### src/hdl/sea_pkg.sv
`timescale 1ns / 1ps
package sea_pkg;

  localparam int CoordW    = 16;
  localparam int HopW      = 8;
  localparam int StiffW    = 16;
  localparam int SpringW   = 16;
  localparam int EnergyW   = 63;
  localparam int MulW      = 24;
  localparam int ProdW     = 2 * MulW;
  localparam int SqInW     = 34;
  localparam int RootW     = SqInW / 2;
  localparam int SqrtSteps = RootW;
  localparam int TermW     = 64;

  localparam logic [SpringW-1:0] SpringLenReset = SpringW'(800);
  localparam logic [EnergyW-1:0] EnergyMax      = {EnergyW{1'b1}};

  typedef enum logic [3:0] {
    ST_IDLE,
    ST_MX,
    ST_MY,
    ST_MR,
    ST_SQS,
    ST_SQW,
    ST_MD,
    ST_ML,
    ST_MH,
    ST_SUM,
    ST_ACC
  } sea_state_e;

  typedef struct packed {
    logic [MulW-1:0] a;
    logic [MulW-1:0] b;
  } sea_mul_op_t;

endpackage

### src/hdl/sea_mul.sv
`timescale 1ns / 1ps
module sea_mul import sea_pkg::*; (
  input  logic              clk_i,
  input  sea_mul_op_t       op_i,
  output logic [ProdW-1:0]  prod_o
);

  logic [ProdW-1:0] prod_q;

  // The product is registered so that nothing else follows it in the same cycle.
  always_ff @(posedge clk_i) begin
    prod_q <= ProdW'(op_i.a) * ProdW'(op_i.b);
  end

  assign prod_o = prod_q;

endmodule

### src/hdl/sea_sqrt.sv
`timescale 1ns / 1ps
module sea_sqrt import sea_pkg::*; (
  input  logic              clk_i,
  input  logic              rst_ni,
  input  logic              start_i,
  input  logic [SqInW-1:0]  radicand_i,
  output logic              done_o,
  output logic [RootW-1:0]  root_o
);

  localparam int CntW = $clog2(SqrtSteps + 1);
  localparam int RemW = RootW + 3;

  logic              busy_q;
  logic              done_q;
  logic [CntW-1:0]   cnt_q;
  logic [SqInW-1:0]  rad_q;
  logic [RemW-1:0]   rem_q;
  logic [RootW-1:0]  root_q;

  logic [RemW-1:0]   rem_nx;
  logic [RemW-1:0]   trial;
  logic              fits;

  // One result bit per step: bring down two radicand bits, try root*4+1.
  assign rem_nx = {rem_q[RemW-3:0], rad_q[SqInW-1 -: 2]};
  assign trial  = {1'b0, root_q, 2'b01};
  assign fits   = (rem_nx >= trial);

  always_ff @(posedge clk_i or negedge rst_ni) begin
    if (!rst_ni) begin
      busy_q <= 1'b0;
      done_q <= 1'b0;
      cnt_q  <= '0;
    end else begin
      done_q <= 1'b0;
      if (start_i) begin
        busy_q <= 1'b1;
        cnt_q  <= CntW'(SqrtSteps);
      end else if (busy_q) begin
        cnt_q <= cnt_q - CntW'(1);
        if (cnt_q == CntW'(1)) begin
          busy_q <= 1'b0;
          done_q <= 1'b1;
        end
      end
    end
  end

  always_ff @(posedge clk_i) begin
    if (start_i) begin
      rad_q  <= radicand_i;
      rem_q  <= '0;
      root_q <= '0;
    end else if (busy_q) begin
      rad_q  <= {rad_q[SqInW-3:0], 2'b00};
      rem_q  <= fits ? (rem_nx - trial) : rem_nx;
      root_q <= {root_q[RootW-2:0], fits};
    end
  end

  assign done_o = done_q;
  assign root_o = root_q;

endmodule

### src/hdl/spring_energy_accumulator.sv
`timescale 1ns / 1ps
// Spring energy accumulator: each input word is one graph edge, and the block adds
// stiffness * (length - hop_distance * rest_len)^2 to an unsigned saturating sum,
// emitting the sum and its saturation flag on the edge marked last and then clearing
// both. One edge occupies the block from acceptance until in_ready_o rises again, so
// a new edge is taken only when the last is through. The bit-serial square root
// yields one root bit per cycle for its 17 bits; six passes go through the single
// shared 24x24 multiplier, plus the final add and saturate step. A last edge waits
// in its final step while an earlier result word is still held on the output.
module spring_energy_accumulator import sea_pkg::*; (
  input  logic                clk_i,
  input  logic                rst_ni,
  input  logic                cfg_valid_i,
  output logic                cfg_ready_o,
  input  logic [SpringW-1:0]  cfg_rest_len_i,
  input  logic                in_valid_i,
  output logic                in_ready_o,
  input  logic [CoordW-1:0]   first_x_i,
  input  logic [CoordW-1:0]   first_y_i,
  input  logic [CoordW-1:0]   second_x_i,
  input  logic [CoordW-1:0]   second_y_i,
  input  logic [HopW-1:0]     hop_distance_i,
  input  logic [StiffW-1:0]   stiffness_i,
  input  logic                last_edge_i,
  output logic                out_valid_o,
  input  logic                out_ready_i,
  output logic [EnergyW-1:0]  energy_o,
  output logic                saturated_o
);

  sea_state_e state_q, state_d;

  logic [SpringW-1:0]  spl_q;
  logic [EnergyW-1:0]  sum_q;
  logic                sat_q;
  logic                out_valid_q;
  logic [EnergyW-1:0]  out_energy_q;
  logic                out_sat_q;

  logic [CoordW-1:0]   adx_q, ady_q;
  logic [HopW-1:0]     hop_q;
  logic [StiffW-1:0]   k_q;
  logic                last_q;
  logic [SqInW-1:0]    sq_q;
  logic [MulW-1:0]     rest_q;
  logic [MulW-1:0]     d_q;
  logic [ProdW-1:0]    dd_q;
  logic [TermW-1:0]    term_q;

  logic [CoordW:0]     dx, dy;
  logic [CoordW-1:0]   adx, ady;
  logic                in_fire;
  sea_mul_op_t         mul_op;
  logic [ProdW-1:0]    prod;
  logic                sqrt_start;
  logic                sqrt_done;
  logic [RootW-1:0]    root;
  logic [MulW-1:0]     root_ext;

  logic [TermW:0]      exact;
  logic                hit;
  logic [EnergyW-1:0]  new_sum;
  logic                new_sat;
  logic                out_free;
  logic                acc_fire;

  assign cfg_ready_o = 1'b1;
  assign in_ready_o  = (state_q == ST_IDLE);
  assign in_fire     = in_valid_i && in_ready_o;

  assign dx  = {second_x_i[CoordW-1], second_x_i} - {first_x_i[CoordW-1], first_x_i};
  assign dy  = {second_y_i[CoordW-1], second_y_i} - {first_y_i[CoordW-1], first_y_i};
  assign adx = dx[CoordW] ? CoordW'(-dx) : dx[CoordW-1:0];
  assign ady = dy[CoordW] ? CoordW'(-dy) : dy[CoordW-1:0];

  assign root_ext = MulW'(root);

  // The exact sum is one bit wider than the term, so the saturation test cannot wrap.
  assign exact    = {2'b00, sum_q} + {1'b0, term_q};
  assign hit      = (exact >= {2'b00, EnergyMax});
  assign new_sum  = hit ? EnergyMax : exact[EnergyW-1:0];
  assign new_sat  = sat_q || hit;
  assign out_free = !out_valid_q || out_ready_i;
  assign acc_fire = (state_q == ST_ACC) && last_q && out_free;

  sea_mul u_mul (
    .clk_i  (clk_i),
    .op_i   (mul_op),
    .prod_o (prod)
  );

  sea_sqrt u_sqrt (
    .clk_i      (clk_i),
    .rst_ni     (rst_ni),
    .start_i    (sqrt_start),
    .radicand_i (sq_q),
    .done_o     (sqrt_done),
    .root_o     (root)
  );

  always_ff @(posedge clk_i or negedge rst_ni) begin
    if (!rst_ni) begin
      state_q <= ST_IDLE;
    end else begin
      state_q <= state_d;
    end
  end

  always_comb begin
    state_d    = state_q;
    mul_op.a   = MulW'(adx_q);
    mul_op.b   = MulW'(adx_q);
    sqrt_start = 1'b0;
    case (state_q)
      ST_IDLE: begin
        if (in_fire) state_d = ST_MX;
      end
      ST_MX: begin
        state_d = ST_MY;
      end
      ST_MY: begin
        mul_op.a = MulW'(ady_q);
        mul_op.b = MulW'(ady_q);
        state_d  = ST_MR;
      end
      ST_MR: begin
        mul_op.a = MulW'(hop_q);
        mul_op.b = MulW'(spl_q);
        state_d  = ST_SQS;
      end
      ST_SQS: begin
        sqrt_start = 1'b1;
        state_d    = ST_SQW;
      end
      ST_SQW: begin
        if (sqrt_done) state_d = ST_MD;
      end
      ST_MD: begin
        mul_op.a = d_q;
        mul_op.b = d_q;
        state_d  = ST_ML;
      end
      ST_ML: begin
        // The low half of d^2 goes straight from the product register.
        mul_op.a = prod[MulW-1:0];
        mul_op.b = MulW'(k_q);
        state_d  = ST_MH;
      end
      ST_MH: begin
        mul_op.a = dd_q[ProdW-1:MulW];
        mul_op.b = MulW'(k_q);
        state_d  = ST_SUM;
      end
      ST_SUM: begin
        state_d = ST_ACC;
      end
      ST_ACC: begin
        if (!last_q || out_free) state_d = ST_IDLE;
      end
      default: begin
        state_d = ST_IDLE;
      end
    endcase
  end

  always_ff @(posedge clk_i) begin
    if (in_fire) begin
      adx_q  <= adx;
      ady_q  <= ady;
      hop_q  <= hop_distance_i;
      k_q    <= stiffness_i;
      last_q <= last_edge_i;
    end
    case (state_q)
      ST_MY:  sq_q   <= prod[SqInW-1:0];
      ST_MR:  sq_q   <= sq_q + prod[SqInW-1:0];
      ST_SQS: rest_q <= prod[MulW-1:0];
      ST_SQW: begin
        if (sqrt_done) d_q <= (root_ext >= rest_q) ? (root_ext - rest_q) : (rest_q - root_ext);
      end
      ST_ML:  dd_q   <= prod;
      ST_MH:  term_q <= TermW'(prod[StiffW+MulW-1:0]);
      ST_SUM: term_q <= term_q + {prod[StiffW+MulW-1:0], {MulW{1'b0}}};
      default: begin
      end
    endcase
    if (acc_fire) begin
      out_energy_q <= new_sum;
      out_sat_q    <= new_sat;
    end
  end

  always_ff @(posedge clk_i or negedge rst_ni) begin
    if (!rst_ni) begin
      spl_q       <= SpringLenReset;
      sum_q       <= '0;
      sat_q       <= 1'b0;
      out_valid_q <= 1'b0;
    end else begin
      if (cfg_valid_i && cfg_ready_o) spl_q <= cfg_rest_len_i;
      if (state_q == ST_ACC) begin
        if (!last_q) begin
          sum_q <= new_sum;
          sat_q <= new_sat;
        end else if (out_free) begin
          sum_q <= '0;
          sat_q <= 1'b0;
        end
      end
      if (acc_fire) begin
        out_valid_q <= 1'b1;
      end else if (out_ready_i) begin
        out_valid_q <= 1'b0;
      end
    end
  end

  assign out_valid_o = out_valid_q;
  assign energy_o    = out_energy_q;
  assign saturated_o = out_sat_q;

  // A set flag always comes with a clamped sum.
  assert property (@(posedge clk_i) disable iff (!rst_ni)
    sat_q |-> (sum_q == EnergyMax))
    else $error("saturation flag set while the sum is below its maximum");

  assert property (@(posedge clk_i) disable iff (!rst_ni)
    (out_valid_q && out_sat_q) |-> (out_energy_q == EnergyMax))
    else $error("result word flagged saturated without a clamped energy");

  assert property (@(posedge clk_i) disable iff (!rst_ni)
    sqrt_done |-> (state_q == ST_SQW))
    else $error("square root finished outside its wait step");

  assert property (@(posedge clk_i) disable iff (!rst_ni)
    $rose(out_valid_q) |-> $past(state_q == ST_ACC && last_q))
    else $error("result word raised without a last edge");

endmodule
### config.mk
export PLATFORM = sky130hd
export DESIGN_NAME = spring_energy_accumulator
export DESIGN_NICKNAME = d
export VERILOG_FILES = /design/src/hdl/sea_pkg.sv /design/src/hdl/sea_mul.sv /design/src/hdl/sea_sqrt.sv /design/src/hdl/spring_energy_accumulator.sv
export SDC_FILE = /design/constraint.sdc
export NUM_CORES = 2
export LEC_CHECK = 0
export ABC_AREA = 0
export BUFFER_PORTS_ARGS = -buffer_cell sky130_fd_sc_hd__buf_2
export CAP_MARGIN = 20
export CORE_MARGIN = 2
export CORE_UTILIZATION = 45
export CTS_CLUSTER_SIZE = 24
export DETAILED_ROUTE_END_ITERATION = 16
export HOLD_SLACK_MARGIN = 0.02
export PLACE_DENSITY = 0.59
export SYNTH_ARGS = -nofsm -noshare
export SYNTH_HDL_FRONTEND = slang
export SYNTH_SLANG_ARGS = --single-unit
### constraint.sdc
create_clock -name clk_i -period 27.1 [get_ports clk_i]
set_input_delay 2.71 -clock clk_i [delete_from_list [all_inputs] [get_ports clk_i]]
set_output_delay 2.71 -clock clk_i [all_outputs]
set_load 0.02 [all_outputs]
==> summary by stage <==
Clock tree
Counting the buffers created by CTS gives 61. In this run the post-CTS setup repair buffer count came out at 0. The clock tree buffer depth is 3. The tree is rooted in a clkbuf_16. The clock transition at the registers of the reported paths is around 60 ps. The CTS tree is done. The latest clock arrival within the worst-skew pair is roughly 700 ps. The number of H-tree levels is 2. Once the clock tree was built, the resizer swapped 0 gates to a different size. The number of buffers inserted for hold repair after clock tree synthesis is 0.

The TritonCTS sink count is 500.

Place
Prior to clock tree synthesis, the placed netlist has a worst setup slack of around 16000 ps. Port buffering added 175 buffers. The sum of net half-perimeters after detailed placement is 123000 um. The number of placed instances, taps included is between 6000 and 7000. The last weighted congestion value of the routability-driven placer is 1.01.

Final layout
In the final design database the tool counted around 6400 nets. Compared with the post-synthesis result, the final layout area differs by 9.67%. The layout cell share with drive strength beyond 1 is 0.0825.

The number of antenna diodes in the final layout is 0. The final core utilization is 0.499. The count of non-filler cells in the finished layout is approximately 6900.

Yosys
For this run, the register share of the synthesized area comes to 0.281. The number of flops mapped to enable cells by yosys is 325. Ranked by total cell area, the synthesized netlist is headed by fa_1, edfxtp_1, ha_1. Of the post-synthesis cell area, the dominant cell type holds 0.200. The count of synthesis-stage warnings from yosys is 0. In the synthesized netlist the dominant register cell turns out to be edfxtp_1. Synthesis inferred 500 register bits. The synthesized instance count is ~5300. Summing every instance area after synthesis gives about 50000 um^2.

Ranked by instance count, the synthesized netlist is headed by inv_1, nand2_1, fa_1, nor2_1, ha_1. The net count of the mapped netlist is 6293. Counting distinct cell types in the post-synthesis netlist gives 93. By instance count, the leading cell after synthesis is inv_1. Each instance of the synthesized netlist takes up on average 9.23 um^2. After synthesis, the share of flip-flops with an asynchronous set or reset is 0.184. Of all cell types, the one taking the most synthesized area is fa_1.

Drt
The routed metal-1 wire length is between 60000 and 70000 um. In the detailed route, the total length drawn on met2 is between 60000 and 70000 um. The first detailed-routing pass ran for 6 iterations. The top metal layer carrying routed signals is met5. The detailed router finished its first iteration with around 3600 violations.

The overall via count from detail_route is around 39000. The routed design has approximately 160000 um of wire. The remaining design rule violation count is 0. The remaining antenna violation count is 0. After detailed routing, the average wire length per cell comes to 22.9 um.

The met3 routed wirelength is ~15000 um. The average vias per placed instance is 5.70.

Global route
The initial antenna violation count came to 6. After global routing the overflow that remains totals 0. The pin count of the biggest net entering global routing is 65.

Across every metal layer, demand over resource in global routing totals 0.283. The first global-routing pass estimated approximately 240000 um of wire. The number of global-route vias before repair is ~39000.

Floorplanning
The die covers approximately 110000 um^2. The initial utilization of the core area, before any placement, comes to 0.455. The floorplan has 120 rows.

From bottom edge to top edge, the die measures between 300 and 400 um. The core region is between 100000 and 150000 um^2. The chip width is 334 um. For this design the top-level I/O count stands at roughly 180.

Worst setup path
The required time of the worst setup path is 27650 ps. In this run the critical register-to-register path is captured at u_mul.prod_o[42]$_DFF_P_. The critical path endpoint category is a register.

The setup check on the worst reg-to-reg path leaves a slack of around 16000 ps. The critical path class is reg -> reg. The worst reg2reg path startpoint is state_q[2]$_DFFE_PN0P_.

The number of cells on the worst reg-to-reg path is 34. On the critical path, the stage with the largest delay is an instance of a21oi_2. The maximum fanout count along the critical path is 20. The critical path arrival is around 12000 ps. The worst setup path is launched from a register. The delay contributed by the slowest stage of the critical path is between 700 and 800 ps.

Job
Across the run, the number of max-cap violations was 0.

STA
Derived from the worst setup path, the maximum achievable clock frequency is a little over 0.09 GHz. The final count of hold timing violations is 0. Setup total negative slack on the finished layout was measured at 0 ps. The number of pins with negative max-slew slack in the final report is 0. Setup slack on the critical path of the routed design comes to around 16000 ps. Setup repair after global routing left no endpoint under its margin.

For the pin with the worst max-slew slack, the measured transition is around 1200 ps. The portion of the clock cycle consumed by the worst path in the final layout is 0.408. The worst-case clock skew is roughly 50 ps. Setup violations remaining at the end of the flow were counted as 0.

The clock period could shrink to about 11000 ps. Headroom to the max-slew limit came out at 0.189.

Worst hold path
For hold timing, the worst endpoint is dd_q[40]$_DFFE_PN_. The path class of the tightest hold or removal check is reg -> reg. The worst hold path begins at u_mul.prod_o[40]$_DFF_P_.

The number of cells on the worst hold path is 0.

Outcome
The run finished with clean final reports.
-- flip-flops by register name (all words and copies together) (netlist names), 17 cells and up --
name / count
term_q: 64
dd_q: 24
sq_q: 34
u_sqrt.root_o: 17
u_mul.prod_o: 48
rest_q: 24
sum_q: 63
d_q: 24
u_sqrt.rem_q: 18
u_sqrt.rad_q: 34
energy_o: 63
-- cell usage in the layout, fill, tap and decap left out, types with 47 or more instances in the layout --
master,count
edfxtp_1,325
a22o_1,65
a21oi_1,229
dfrtp_1,88
inv_1,767
nor2_1,456
buf_4,93
nor3_1,63
a21o_1,123
clkbuf_16,61
nand2b_1,59
buf_2,174
nand2_1,716
dfxtp_1,83
xor2_1,81
and2_1,47
xnor2_1,155
fa_1,489
nand3_1,57
ha_1,398
o21ai_0,179
-- routing by layer --
layer  vias to the layer above  GRT usage
met1                     19194      0.389
met5                         -          0
met4                         2      0.113
li1                      17974          -
met3                       356     0.0689
met2                      1658      0.430
-- area by class of cell --
cell class                 instances  area (um^2)
fill                           10192        53700
multi-input combinational       3815        31500
sequential                       500        13700
inverter                         768         2880
tap                             1403         1760
clock buffer                      78         1640
timing repair buffer             268         1570
clock inverter                    38          489
-- worst max path at each step --
stage	start	end	slack, ps	cells after the start
floorplan	state_q[0]$_DFFE_PN0P_	u_mul.prod_o[45]$_DFF_P_	17160	32
global placement	state_q[3]$_DFFE_PN0P_	u_mul.prod_o[45]$_DFF_P_	16390	34
detailed placement	state_q[2]$_DFFE_PN0P_	u_mul.prod_o[45]$_DFF_P_	16230	33
CTS	state_q[2]$_DFFE_PN0P_	u_mul.prod_o[45]$_DFF_P_	16200	33
global route	state_q[2]$_DFFE_PN0P_	u_mul.prod_o[42]$_DFF_P_	15580	30
finish	state_q[2]$_DFFE_PN0P_	u_mul.prod_o[42]$_DFF_P_	16050	34
-- kinds of logic after synthesis --
group	after synthesis	share of synthesized area
buffers and inverters	981	0.0757
multiplexers	66	0.0140
AO/OA/AOI/OAI	1002	0.139
other	1	0.0000767
adder cells (fa/ha/maj)	887	0.302
flip-flops	500	0.281
XOR/XNOR	236	0.0423
AND/OR/NAND/NOR	1623	0.146
-- through the flow --
step	hold slack [ps]	instance area, um^2
2_1_floorplan	386	48900
4_1_cts	452	53600
5_1_grt	482	53600
3_5_place_dp	456	51500
3_3_place_gp	466	51500
6_report	454	53600
-- worst max-delay path, delay by kind of cell, from the launching register on --
family / cells / cell delay [ps]
AO/OA/AOI/OAI: 12 / 4990
buffers and inverters: 8 / 600
adder cells (fa/ha/maj): 8 / 3950
AND/OR/NAND/NOR: 6 / 810
flip-flops: 1 / 570
Power is left out: the tool's default activity adds up to more than one toggle a clock period on the data nets, which glitch-free logic cannot reach.
